$ cat src/hdl/lpt_pkg.sv
// Shared types and constants for the line point tracer.
// No dependencies; used by lpt_front, lpt_back and line_point_tracer.
package lpt_pkg;

   localparam int unsigned COORD_W = 6;
   localparam int unsigned DIM_W   = 7;

   typedef logic [COORD_W-1:0] coord_type;
   typedef logic [DIM_W-1:0]   dim_type;

   // register indexes on the csr port
   typedef enum logic [0:0] {
      REG_MAP_WIDTH  = 1'b0,
      REG_MAP_HEIGHT = 1'b1
   } reg_index_type;

   localparam dim_type DIM_RESET = 7'd64;

   // one classified request, as passed from front to back
   typedef struct packed {
      coord_type ax;
      coord_type ay;
      coord_type bx;
      coord_type by;
      coord_type dx;
      coord_type dy;
      logic      sx;     // 1: x steps up toward a
      logic      sy;     // 1: y steps up toward a
      logic      empty;  // rejected request
   } job_type;

endpackage

$ cat src/hdl/lpt_front.sv
// Front end of the line point tracer: accepts requests, classifies them and
// holds them in a two-entry queue. Depends on lpt_pkg.
module lpt_front #(
   parameter int unsigned MAP_SPAN = 64
) (
   input  logic             clock,
   input  logic             reset,
   input  logic             req_valid,
   output logic             req_stall,
   input  lpt_pkg::coord_type req_start_x,
   input  lpt_pkg::coord_type req_start_y,
   input  lpt_pkg::coord_type req_end_x,
   input  lpt_pkg::coord_type req_end_y,
   input  lpt_pkg::dim_type  map_width,
   input  lpt_pkg::dim_type  map_height,
   output logic             job_valid,
   output lpt_pkg::job_type job,
   input  logic             job_pop
);

   localparam lpt_pkg::dim_type SPAN = lpt_pkg::dim_type'(MAP_SPAN);

   lpt_pkg::job_type entry_ff [2];
   logic             wr_ptr_ff, wr_ptr_in;
   logic             rd_ptr_ff, rd_ptr_in;
   logic [1:0]       count_ff, count_in;

   lpt_pkg::job_type new_job;
   logic             a_on_map;
   logic             push;

   always_comb begin
      a_on_map = ({1'b0, req_start_x} < map_width) && ({1'b0, req_start_x} < SPAN) &&
                 ({1'b0, req_start_y} < map_height) && ({1'b0, req_start_y} < SPAN);
      new_job.ax    = req_start_x;
      new_job.ay    = req_start_y;
      new_job.bx    = req_end_x;
      new_job.by    = req_end_y;
      new_job.dx    = (req_start_x > req_end_x) ? req_start_x - req_end_x
                                                : req_end_x - req_start_x;
      new_job.dy    = (req_start_y > req_end_y) ? req_start_y - req_end_y
                                                : req_end_y - req_start_y;
      new_job.sx    = req_end_x < req_start_x;
      new_job.sy    = req_end_y < req_start_y;
      new_job.empty = !a_on_map ||
                      ((req_start_x == req_end_x) && (req_start_y == req_end_y));
   end

   assign req_stall = (count_ff == 2'd2);
   assign push      = req_valid && !req_stall;
   assign job_valid = (count_ff != 2'd0);
   assign job       = entry_ff[rd_ptr_ff];

   always_comb begin
      wr_ptr_in = push ? !wr_ptr_ff : wr_ptr_ff;
      rd_ptr_in = job_pop ? !rd_ptr_ff : rd_ptr_ff;
      count_in  = count_ff + 2'(push) - 2'(job_pop);
   end

   always_ff @(posedge clock) begin
      if (reset) begin
         wr_ptr_ff <= 1'b0;
         rd_ptr_ff <= 1'b0;
         count_ff  <= 2'd0;
      end else begin
         wr_ptr_ff <= wr_ptr_in;
         rd_ptr_ff <= rd_ptr_in;
         count_ff  <= count_in;
      end
   end

   // payload storage, no reset
   always_ff @(posedge clock) begin
      if (push) begin
         entry_ff[wr_ptr_ff] <= new_job;
      end
   end

endmodule

$ cat src/hdl/lpt_back.sv
// Back end of the line point tracer: one Bresenham point per cycle unless rsp
// stalls; drives the registered result channel. Depends on lpt_pkg.
module lpt_back #(
   parameter int unsigned MAP_SPAN = 64
) (
   input  logic               clock,
   input  logic               reset,
   input  logic               job_valid,
   input  lpt_pkg::job_type   job,
   output logic               job_pop,
   input  lpt_pkg::dim_type   map_width,
   input  lpt_pkg::dim_type   map_height,
   output logic               rsp_valid,
   input  logic               rsp_stall,
   output lpt_pkg::coord_type rsp_point_x,
   output lpt_pkg::coord_type rsp_point_y,
   output logic               rsp_last_point,
   output logic               rsp_empty_line
);

   localparam lpt_pkg::dim_type SPAN = lpt_pkg::dim_type'(MAP_SPAN);

   typedef enum logic [0:0] {
      ST_IDLE,
      ST_RUN
   } state_type;

   state_type          state_ff, state_in;
   lpt_pkg::job_type   job_ff, job_in;
   lpt_pkg::coord_type cur_x_ff, cur_x_in;
   lpt_pkg::coord_type cur_y_ff, cur_y_in;
   logic signed [8:0]  err_ff, err_in;
   logic               seen_ff, seen_in;
   logic               rsp_valid_ff, rsp_valid_in;
   lpt_pkg::coord_type rsp_x_ff, rsp_x_in;
   lpt_pkg::coord_type rsp_y_ff, rsp_y_in;
   logic               rsp_last_ff, rsp_last_in;
   logic               rsp_empty_ff, rsp_empty_in;

   logic               out_free;
   logic               at_end;
   logic               cur_on_map;
   logic signed [9:0]  e2;
   logic               step_x;
   logic               step_y;
   logic signed [8:0]  dx_s;
   logic signed [8:0]  dy_s;

   always_comb begin
      out_free   = !rsp_valid_ff || !rsp_stall;
      at_end     = (cur_x_ff == job_ff.ax) && (cur_y_ff == job_ff.ay);
      cur_on_map = ({1'b0, cur_x_ff} < map_width) && ({1'b0, cur_x_ff} < SPAN) &&
                   ({1'b0, cur_y_ff} < map_height) && ({1'b0, cur_y_ff} < SPAN);
      dx_s       = $signed({3'b000, job_ff.dx});
      dy_s       = $signed({3'b000, job_ff.dy});
      e2         = {err_ff, 1'b0};
      step_x     = e2 > -$signed({4'b0000, job_ff.dy});
      step_y     = e2 < $signed({4'b0000, job_ff.dx});

      state_in     = state_ff;
      job_in       = job_ff;
      cur_x_in     = cur_x_ff;
      cur_y_in     = cur_y_ff;
      err_in       = err_ff;
      seen_in      = seen_ff;
      rsp_valid_in = rsp_valid_ff && rsp_stall;
      rsp_x_in     = rsp_x_ff;
      rsp_y_in     = rsp_y_ff;
      rsp_last_in  = rsp_last_ff;
      rsp_empty_in = rsp_empty_ff;
      job_pop      = 1'b0;

      unique case (state_ff)
         ST_IDLE: begin
            if (job_valid && out_free) begin
               job_pop = 1'b1;
               if (job.empty) begin
                  rsp_valid_in = 1'b1;
                  rsp_x_in     = '0;
                  rsp_y_in     = '0;
                  rsp_last_in  = 1'b1;
                  rsp_empty_in = 1'b1;
               end else begin
                  job_in   = job;
                  cur_x_in = job.bx;
                  cur_y_in = job.by;
                  err_in   = $signed({3'b000, job.dx}) - $signed({3'b000, job.dy});
                  seen_in  = 1'b0;
                  state_in = ST_RUN;
               end
            end
         end
         ST_RUN: begin
            if (out_free) begin
               if (at_end) begin
                  rsp_valid_in = 1'b1;
                  rsp_x_in     = job_ff.ax;
                  rsp_y_in     = job_ff.ay;
                  rsp_last_in  = 1'b1;
                  rsp_empty_in = 1'b0;
                  state_in     = ST_IDLE;
               end else begin
                  // drop leading points that are off the map
                  if (seen_ff || cur_on_map) begin
                     rsp_valid_in = 1'b1;
                     rsp_x_in     = cur_x_ff;
                     rsp_y_in     = cur_y_ff;
                     rsp_last_in  = 1'b0;
                     rsp_empty_in = 1'b0;
                     seen_in      = 1'b1;
                  end
                  err_in = err_ff - (step_x ? dy_s : 9'sd0) + (step_y ? dx_s : 9'sd0);
                  if (step_x) begin
                     cur_x_in = job_ff.sx ? cur_x_ff + 6'd1 : cur_x_ff - 6'd1;
                  end
                  if (step_y) begin
                     cur_y_in = job_ff.sy ? cur_y_ff + 6'd1 : cur_y_ff - 6'd1;
                  end
               end
            end
         end
         default: begin
            state_in = ST_IDLE;
         end
      endcase
   end

   always_ff @(posedge clock) begin
      if (reset) begin
         state_ff     <= ST_IDLE;
         rsp_valid_ff <= 1'b0;
      end else begin
         state_ff     <= state_in;
         rsp_valid_ff <= rsp_valid_in;
      end
      job_ff       <= job_in;
      cur_x_ff     <= cur_x_in;
      cur_y_ff     <= cur_y_in;
      err_ff       <= err_in;
      seen_ff      <= seen_in;
      rsp_x_ff     <= rsp_x_in;
      rsp_y_ff     <= rsp_y_in;
      rsp_last_ff  <= rsp_last_in;
      rsp_empty_ff <= rsp_empty_in;
   end

   assign rsp_valid      = rsp_valid_ff;
   assign rsp_point_x    = rsp_x_ff;
   assign rsp_point_y    = rsp_y_ff;
   assign rsp_last_point = rsp_last_ff;
   assign rsp_empty_line = rsp_empty_ff;

endmodule

$ cat src/hdl/line_point_tracer.sv
// Top level of the line point tracer: map registers, front and back ends.
// Depends on lpt_pkg, lpt_front and lpt_back.
// A request (req_*) carries point a (start) and point b (end). The block
// walks a Bresenham line from b toward a and sends one response (rsp_*)
// per point, the last being a with rsp_last_point set. Leading points
// outside the map rectangle are dropped until the first point inside it.
// If a is off the map or a equals b, one response with rsp_empty_line set
// and point (0,0) is sent instead.
// Both channels handshake on valid high and stall low at a clock edge.
// The walker loads each queued request in ST_IDLE, then in ST_RUN visits
// one line point per cycle unless rsp stalls, dropped points included; a
// rejected request is answered from ST_IDLE. A two-entry queue takes new
// requests while a line is traced.
// csr_write_enable writes csr_write_data to map width (index 0) or map
// height (index 1); write only while the block is idle.
// Reset (synchronous, active high) empties the queue, stops the walker,
// drops any pending response and sets both map dimensions to 64.
// A stall on rsp holds the response register and the walker; the queue
// then fills and req_stall rises.
module line_point_tracer #(
   parameter int unsigned MAP_SPAN = 64
) (
   input  logic               clock,
   input  logic               reset,
   input  logic               csr_write_enable,
   input  logic               csr_index,
   input  lpt_pkg::dim_type   csr_write_data,
   input  logic               req_valid,
   output logic               req_stall,
   input  lpt_pkg::coord_type req_start_x,
   input  lpt_pkg::coord_type req_start_y,
   input  lpt_pkg::coord_type req_end_x,
   input  lpt_pkg::coord_type req_end_y,
   output logic               rsp_valid,
   input  logic               rsp_stall,
   output lpt_pkg::coord_type rsp_point_x,
   output lpt_pkg::coord_type rsp_point_y,
   output logic               rsp_last_point,
   output logic               rsp_empty_line
);

   lpt_pkg::dim_type map_width_ff, map_width_in;
   lpt_pkg::dim_type map_height_ff, map_height_in;

   logic             job_valid;
   lpt_pkg::job_type job;
   logic             job_pop;

   // map registers: take the write, otherwise hold
   always_comb begin
      map_width_in  = map_width_ff;
      map_height_in = map_height_ff;
      if (csr_write_enable) begin
         if (csr_index == lpt_pkg::REG_MAP_WIDTH) begin
            map_width_in = csr_write_data;
         end else begin
            map_height_in = csr_write_data;
         end
      end
   end

   always_ff @(posedge clock) begin
      if (reset) begin
         map_width_ff  <= lpt_pkg::DIM_RESET;
         map_height_ff <= lpt_pkg::DIM_RESET;
      end else begin
         map_width_ff  <= map_width_in;
         map_height_ff <= map_height_in;
      end
   end

   // classify requests and queue them
   lpt_front #(
      .MAP_SPAN (MAP_SPAN)
   ) u_front (
      .clock       (clock),
      .reset       (reset),
      .req_valid   (req_valid),
      .req_stall   (req_stall),
      .req_start_x (req_start_x),
      .req_start_y (req_start_y),
      .req_end_x   (req_end_x),
      .req_end_y   (req_end_y),
      .map_width   (map_width_ff),
      .map_height  (map_height_ff),
      .job_valid   (job_valid),
      .job         (job),
      .job_pop     (job_pop)
   );

   // walk each line and emit its points
   lpt_back #(
      .MAP_SPAN (MAP_SPAN)
   ) u_back (
      .clock          (clock),
      .reset          (reset),
      .job_valid      (job_valid),
      .job            (job),
      .job_pop        (job_pop),
      .map_width      (map_width_ff),
      .map_height     (map_height_ff),
      .rsp_valid      (rsp_valid),
      .rsp_stall      (rsp_stall),
      .rsp_point_x    (rsp_point_x),
      .rsp_point_y    (rsp_point_y),
      .rsp_last_point (rsp_last_point),
      .rsp_empty_line (rsp_empty_line)
   );

endmodule
$ cat config.mk
export PLATFORM = sky130hd
export DESIGN_NAME = line_point_tracer
export DESIGN_NICKNAME = d
export VERILOG_FILES = /design/src/hdl/lpt_pkg.sv /design/src/hdl/lpt_front.sv /design/src/hdl/lpt_back.sv /design/src/hdl/line_point_tracer.sv
export SDC_FILE = /design/constraint.sdc
export NUM_CORES = 1
export LEC_CHECK = 0
export BUFFER_PORTS_ARGS = -buffer_cell sky130_fd_sc_hd__buf_4
export CORE_UTILIZATION = 41
export CTS_CLUSTER_SIZE = 12
export DETAILED_ROUTE_END_ITERATION = 10
export PLACE_DENSITY = 0.58
export SYNTH_ARGS = -nofsm -noshare
export SYNTH_HDL_FRONTEND = slang
export SYNTH_SLANG_ARGS = --single-unit
$ cat constraint.sdc
create_clock -name clock -period 4.1 [get_ports clock]
set_clock_uncertainty 0.1 [all_clocks]
set_input_delay 0.82 -clock clock [delete_from_list [all_inputs] [get_ports clock]]
set_output_delay 0.82 -clock clock [all_outputs]
set_load 0.01 [all_outputs]
==> results of run 1 <==
## where the power goes
group	leakage, nW	switching (mW)	internal (mW)
registers	1.48	0.287	2.44
logic	2.73	2.23	1.97
clock network	0.280	0.690	0.858
## flip-flops by register name (all words and copies together), names as in the netlist, 2 cells and up, named ones only
name	count
u_front.count_ff	2
u_back.rsp_point_y	6
u_back.job_ff	14
u_back.err_ff	9
u_back.dy_s	6
u_front.entry_ff	78
u_back.dx_s	6
u_back.cur_x_ff	6
map_width_ff	7
u_back.rsp_point_x	6
u_back.cur_y_ff	6
map_height_ff	7
## worst reg2reg max path, cell delays in order (launching register included)
cell and delay, ps:
edfxtp_1 410, or2_4 280, nor2_4 130, xor2_1 180
ha_1 270, a21o_1 160, a21o_1 160, a211oi_2 170
o2111a_2 290, nor4_4 70, fa_1 530, inv_2 50
fa_2 340, a21o_1 190, a21oi_2 150, o21bai_1 110
a31oi_1 200, mux2i_1 210, nand4_1 90
## per-stage QoR
step | worst slack, ps | TNS, ps | hold WS (ps) | area, um2 | std cells
2_1_floorplan | -19.0 | -19.6 | 336 | 9260 | 799
3_3_place_gp | -212 | -729 | 348 | 10200 | 1148
3_5_place_dp | -300 | -1070 | 351 | 10200 | 1148
4_1_cts | -240 | -813 | 361 | 10800 | 1184
5_1_grt | -486 | -2070 | 376 | 10900 | 1187
6_report | -233 | -723 | 356 | 10900 | 1187
## worst min-delay path by stage
stage | depth (start not counted) | end
after CTS | 2 | map_width_ff[4]
final | 2 | map_width_ff[4]
after global routing | 2 | map_height_ff[2]
after global placement | 2 | map_height_ff[5]
after detailed placement | 2 | map_width_ff[4]
after floorplan | 2 | map_height_ff[1]
## area by class of cell
class,instances,area share
flip-flops and latches,161,0.424
clock inverters,14,0.0133
multi-input cells,522,0.392
inverters,97,0.0334
well taps,280,0.0321
clock buffers,18,0.0393
repair buffers,95,0.0654
## layer usage
metal | up-vias | global-route usage | wire [um]
li1 | 3068 | - | -
met1 | 2988 | 0.261 | 10400
met2 | 108 | 0.294 | 9370
met3 | 21 | 0.0302 | 569
met4 | 0 | 0.0569 | 301
met5 | - | 0 | 0
## cell families after synthesis
logic type                 Yosys count
DFF                                161
muxes                               53
buffers and inverters              116
AOI/OAI and AO/OA                  156
xor gates and xnor gates            41
and+or+nand+nor                    175
adders and majority gates           97
## timing repair
action                                  in CTS  in global routing
hold buffers                                 0                  0
pin swaps                                    9                 11
buffers inserted                             4                  3
endpoints found under the setup margin       5                  6
endpoints found under the hold margin        0                  0
gates resized for setup                      7                  7
## cells in the mapped netlist (3+ instances only)
| master | number | area (um2) |
|---|---|---|
| a211o_1 | 3 | 26.3 |
| dfxtp_1 | 21 | 420 |
| nand3_1 | 14 | 70.1 |
| nor2b_1 | 11 | 68.8 |
| nor2_1 | 32 | 120 |
| a21boi_0 | 5 | 37.5 |
| a21o_1 | 19 | 143 |
| or2_2 | 4 | 25.0 |
| nand4b_1 | 4 | 35.0 |
| o21a_1 | 7 | 52.6 |
| nand4_1 | 8 | 50.1 |
| clkbuf_1 | 17 | 63.8 |
| a2111oi_0 | 5 | 43.8 |
| o21bai_1 | 4 | 30.0 |
| a31oi_1 | 5 | 31.3 |
| nand2b_1 | 8 | 50.1 |
| edfxtp_1 | 140 | 4200 |
| nor3_1 | 7 | 35.0 |
| o21ai_0 | 33 | 165 |
| a221oi_1 | 4 | 35.0 |
| and3_1 | 4 | 25.0 |
| mux2i_1 | 29 | 290 |
| fa_1 | 13 | 260 |
| mux2_2 | 24 | 270 |
| a21oi_1 | 45 | 225 |
| nand2_1 | 51 | 191 |
| nor4_1 | 8 | 50.1 |
| and2_1 | 18 | 113 |
| xnor2_1 | 14 | 123 |
| ha_1 | 84 | 1050 |
| inv_1 | 96 | 360 |
| xor2_1 | 27 | 236 |
==> results.md, run 1 <==
- Mux cell area share after synthesis: 0.0608
- Port Buffers: 52
- Die H: 152 um
- Inserted Clock Buffers: 17
- Reg2reg setup slack: -230 ps
- Rel. slew slack: 0.327
- Worst vdd rail ir drop: 384 uV
- Pleak: 4.49 nW
- Hold_sp: map_width_ff[4]
- Synth async-reset ratio: 0
- Count of different cell masters after synthesis: 56
- Number of flops mapped to enable cells by yosys: 140
- Pins Over Slew Limit: 0
- CTS Buffer Depth: 2
- Die area: 23100 um2
- Pin count of the biggest net entering global routing: 51
- Iter 0 DRT Violations: 374
- CTS tree: built
- Hold Path Class: flip-flop to flip-flop
- Initial antenna violation count: 0
- Max Cap Viol: 0
- WL per Instance: 17.4 um
- Mean post-synth cell area: 11.5 um2
- Total power: 8.48 mW
- Post-route clock period utilization: 1.06
- Post-DR vias/cell: 5.21
- GRT Total Usage: 0.186
- Clk_lat worst skew: 430 ps
- Area used by multi-input combinational logic: 4280 um2
- Mapped cell area: 9210 um2
- Crit path time final: 4330 ps
- Status: finished with violations
- Area grow syn2layout: 18.4%
- Worst Setup End Kind: flip-flop
- Total grt overflow: 0
- Yosys warnings: 0
- Violated checks: design-rule violations, negative setup slack
- Critical Path End: u_back.err_ff[8]
- Post-Synth Simple-Gate Area: 0.0957
- Prevailing post-synth register cell: edfxtp_1
- Reg clk slew, reported paths: 70 ps
- Worst-path cell chain: or2_4 > nor2_4 > xor2_1 > ha_1 > a21o_1 > a21o_1 > a211oi_2 > o2111a_2 > nor4_4 > fa_1 > inv_2 > fa_2 > a21o_1 > a21oi_2 > o21bai_1 > a31oi_1 > mux2i_1 > nand4_1
- Reg2reg end: u_back.err_ff[8]
- Post-layout worst setup margin: -233 ps
- RR Startpoint: u_back.dy_s[0]
- Final setup fails: 4
- Clock sinks: 161
- Critical path buffers and inverters: 1
- Largest family of logic cells by synthesized area: adder cells
- Layout Nets: 1028
- Syn nets: 933
- Critical Path AT: 4410 ps
- Cell Pwr Density: 777 nW/um2
- Layout cell share with drive strength beyond 1: 0.201
- Most common cell after layout, fill and taps aside: edfxtp_1
- Critical-path top delay cell: fa_1
- Max Clk Rate: 231 MHz
- Cell family with the largest share of critical-path delay: compound AO/OA/AOI/OAI gates
- CORE AREA: 22000 um2
- Crit-path most repeated cell: a21o_1
- Cell row count: 54
- Actual slew at the worst max-slew pin: 1010 ps
- Crit Path Max Fanout: 3
- Most frequent cells in the layout: edfxtp_1 (140), buf_4 (95), inv_1 (94), ha_1 (82), nand2_1 (50)
- Routed via count: 6185
- Initial Util: 0.420
- Worst path max stage delay: 520 ps
- Fill count: 1937
- FF+latch area: 4630 um2
- Final wirelength: 20600 um
- Startpoint class of the critical path: flip-flop
- DRC: 7
- H-tree Lvls: 4
- First-pass GRT wire length: 33000 um
- WP data required: 4170 ps
- Vias in the first global route: 6081
- Final Core Density: 0.497
- Setup Crit Path Kind: flip-flop to flip-flop
- Worst path depth: 18
- Ports: 53
- Drt pass-1 iters: 10
- RSZ-0062 raised after global routing: yes
- Ant diodes: 0
- R2R cell count: 18
- ANT nets after route: 0
- Critical path startpoint: u_back.dy_s[0]
- Root buf cell: clkbuf_16
- XOR/XNOR share of the synthesized area: 0.0390
- Hold Violations, Final: 0
- Post-synthesis compound-gate area fraction: 0.113
- Final Wtd Congestion: 0.836
- Seq cells post-synth: 161
- HPWL Detailed: 15600 um
- Register area share after synthesis: 0.502
- Die Span X: 152 um
- Post-Syn Instances: 799
- Adder-cell share of the synthesized area: 0.142
Power figures use the tool's default switching activity.
==> inputs of run 2 (changes only) <==
--- a/config.mk
+++ b/config.mk
@@ -6,10 +6,10 @@
 export NUM_CORES = 1
 export LEC_CHECK = 0
 export BUFFER_PORTS_ARGS = -buffer_cell sky130_fd_sc_hd__buf_4
-export CORE_UTILIZATION = 41
+export CORE_UTILIZATION = 45
 export CTS_CLUSTER_SIZE = 12
 export DETAILED_ROUTE_END_ITERATION = 10
-export PLACE_DENSITY = 0.58
+export PLACE_DENSITY = 0.62
 export SYNTH_ARGS = -nofsm -noshare
 export SYNTH_HDL_FRONTEND = slang
 export SYNTH_SLANG_ARGS = --single-unit
==> run 2 against run 1 <==
The run ends with negative setup slack left. Count of clock-buffer cells in the layout increased by 1. First-iteration DRC count increased by 5.1%. Total power increased by 3.1%. Worst setup slack got worse by 86 ps. Sequential power increased by 2%.
==> results.md, run 2 (synthesis results as in run 1) <==
- Status: finished with violations (unchanged)
- Violated checks: negative setup slack (was design-rule violations, negative setup slack)
- Layout Nets: 1020 (was 1028)
- Setup TNS: -1170 ps (was -723 ps)
- Total grt overflow: 0 (unchanged)
- Reg clk slew, reported paths: 60 ps (was 70 ps)
- Switch share: 0.390 (was 0.379)
- Crit path time final: 4420 ps (was 4330 ps)
- Post-route insts no fill: 1164 (was 1187)
- HPWL Detailed: 15600 um (about the same)
- Hold Violations, Final: 0 (unchanged)
- RSZ-0062 raised after global routing: yes (unchanged)
- Cell Pwr Density: 803 nW/um2 (was 777 nW/um2)
- Inserted Clock Buffers: 17 (unchanged)
- Ant diodes: 0 (unchanged)
- Total power: 8.74 mW (was 8.48 mW)
- Startpoint class of the critical path: flip-flop (unchanged)
- Post-route clock period utilization: 1.08 (was 1.06)
- Initial antenna violation count: 0 (unchanged)
- Pleak: 4.46 nW (was 4.49 nW)
- Port Buffers: 52 (unchanged)
- Pin count of the biggest net entering global routing: 40 (was 51)
- Critical path startpoint: u_back.dy_s[1] (was u_back.dy_s[0])
- Post-DR vias/cell: 5.38 (was 5.21)
- Area grow syn2layout: 18.1% (was 18.4%)
- Crit Path Max Fanout: 3 (unchanged)
- Drt pass-1 iters: 4 (was 10)
- Largest reg by FF count: u_front.entry_ff (unchanged)
- Initial Util: 0.466 (was 0.420)
- Max Clk Rate: 226 MHz (was 231 MHz)
- Psw: 3.40 mW (was 3.21 mW)
- Setup Crit Path Kind: flip-flop to flip-flop (unchanged)
- Internal Power: 5.34 mW (was 5.26 mW)
- Final setup fails: 6 (was 4)
- Reg2reg end: u_back.err_ff[8] (unchanged)
- Worst Setup End Kind: flip-flop (unchanged)
- Pre-CTS setup slack: -357 ps (was -300 ps)
- Cell row count: 51 (was 54)
- CORE AREA: 19800 um2 (was 22000 um2)
- Actual slew at the worst max-slew pin: 1040 ps (was 1010 ps)
- Root buf cell: clkbuf_16 (unchanged)
- Worst vdd rail ir drop: 341 uV (was 384 uV)
- ANT nets after route: 0 (unchanged)
- Most common cell after layout, fill and taps aside: edfxtp_1 (unchanged)
- Vias in the first global route: 6354 (was 6081)
- Part of the power in combinational logic: 0.510 (was 0.496)
- Routed via count: 6268 (was 6185)
- Final wirelength: 20900 um (was 20600 um)
- Iter 0 DRT Violations: 393 (was 374)
- Critical Path End: u_back.err_ff[8] (unchanged)
- Reg2reg setup slack: -320 ps (was -230 ps)
- Seq pwr share: 0.318 (was 0.321)
- Die Span X: 145 um (was 152 um)
- WL per Instance: 17.9 um (was 17.4 um)
- Critical Path AT: 4480 ps (was 4410 ps)
- Clock sinks: 161 (unchanged)
- DP Cell Count: 1127 (was 1148)
- Final Wtd Congestion: 0.894 (was 0.836)
- Layout cell share with drive strength beyond 1: 0.209 (was 0.201)
- Rel. slew slack: 0.303 (was 0.327)
- Die area: 21100 um2 (was 23100 um2)
- CTS tree: built (unchanged)
- CTS Buffer Depth: 2 (unchanged)
- First-pass GRT wire length: 33100 um (was 33000 um)
- Max Cap Viol: 0 (unchanged)
- GRT Total Usage: 0.203 (was 0.186)
- Die H: 145 um (was 152 um)
- R2R cell count: 19 (was 18)
- Post-layout worst setup margin: -319 ps (was -233 ps)
- DRC: 0 (was 7)
- Clk_lat worst skew: 420 ps (was 430 ps)
- Most frequent cells in the layout: edfxtp_1 (140), inv_1 (92), buf_4 (87), ha_1 (78), nand2_1 (51) (was edfxtp_1 (140), buf_4 (95), inv_1 (94), ha_1 (82), nand2_1 (50))
- RR Startpoint: u_back.dy_s[1] (was u_back.dy_s[0])
- H-tree Lvls: 4 (unchanged)
- Clk pwr share: 0.172 (was 0.183)
- Largest registers: u_front.entry_ff (78), u_back.job_ff (14), u_back.err_ff (9) (unchanged)
- Ports: 53 (unchanged)
- Max reg flops: 78 (unchanged)
- Hold Path Class: flip-flop to flip-flop (unchanged)
- Pins Over Slew Limit: 0 (unchanged)
- WP data required: 4160 ps (was 4170 ps)
==> run 2: changes by cell type in the layout (fill, tap and decap cells not counted), moves of 3 or more <==
cell and change:
ha_4 +3, buf_4 -8, ha_1 -4, a21oi_1 -3, a21oi_2 +3
==> run 2: layout make-up <==
class,instances,area [um2]
fillers,1699,8900
flip-flops and latches,161,4630
multi-input cells,522,4340
repair buffers,87,653
clock buffers,19,454
inverters,97,364
well taps,265,332
clock inverters,13,110
==> run 2: power groups by stage <==
stage	Combinational (mW)	Sequential, mW	Clock, mW
6_report	4.46	2.78	1.51
5_1_grt	4.95	2.82	1.60
4_1_cts	4.27	2.77	1.54
3_5_place_dp	3.98	2.80	0
3_3_place_gp	3.81	2.79	0
2_1_floorplan	2.67	2.70	0
==> run 2: routing by layer <==
metal  vias up  track usage  part of all wire
met5         -            0                 0
met4         0       0.0589             0.015
met3        18       0.0374             0.032
met2       125        0.349              0.50
met1      3072        0.261              0.46
li1       3053            -                 -
==> run 2: repair_timing <==
| item | CTS | global route |
|---|---|---|
| hold endpoints to repair | 0 | 0 |
| hold buffers | 0 | 0 |
| setup endpoints to repair | 6 | 8 |
| resized for setup | 12 | 13 |
| setup buffers | 2 | 3 |
| pin swaps | 6 | 19 |
==> run 2: worst min-delay path by stage <==
stage / from / depth (start not counted) / to
after global placement: map_height_ff[1] / 2 / map_height_ff[1]
after detailed placement: map_width_ff[4] / 2 / map_width_ff[4]
after floorplan: map_height_ff[1] / 2 / map_height_ff[1]
after global routing: map_width_ff[4] / 2 / map_width_ff[4]
final: map_width_ff[4] / 2 / map_width_ff[4]
after CTS: map_width_ff[4] / 2 / map_width_ff[4]
==> run 2: per-stage QoR <==
stage                     cell area [um2]  utilization  hold WS [ps]
final                               10900        0.550           357
after global routing                10900        0.550           376
after CTS                           10800        0.546           357
after detailed placement            10200        0.513           348
after global placement              10200        0.513           347
after floorplan                      9260            -           336
==> run 2: critical path: stages, from the launching register on <==
cell and delay, ps:
edfxtp_1 420, or2_4 290, nor2_4 120, xor2_1 170, ha_1 280, a21o_1 170
a21o_1 170, a211oi_2 210, o2111a_2 310, nor3_2 60, ha_1 280, inv_1 40
ha_2 200, fa_2 390, a21o_1 190, a21oi_2 170, o21bai_2 100, a31oi_2 200
mux2i_1 210, nand4_1 80
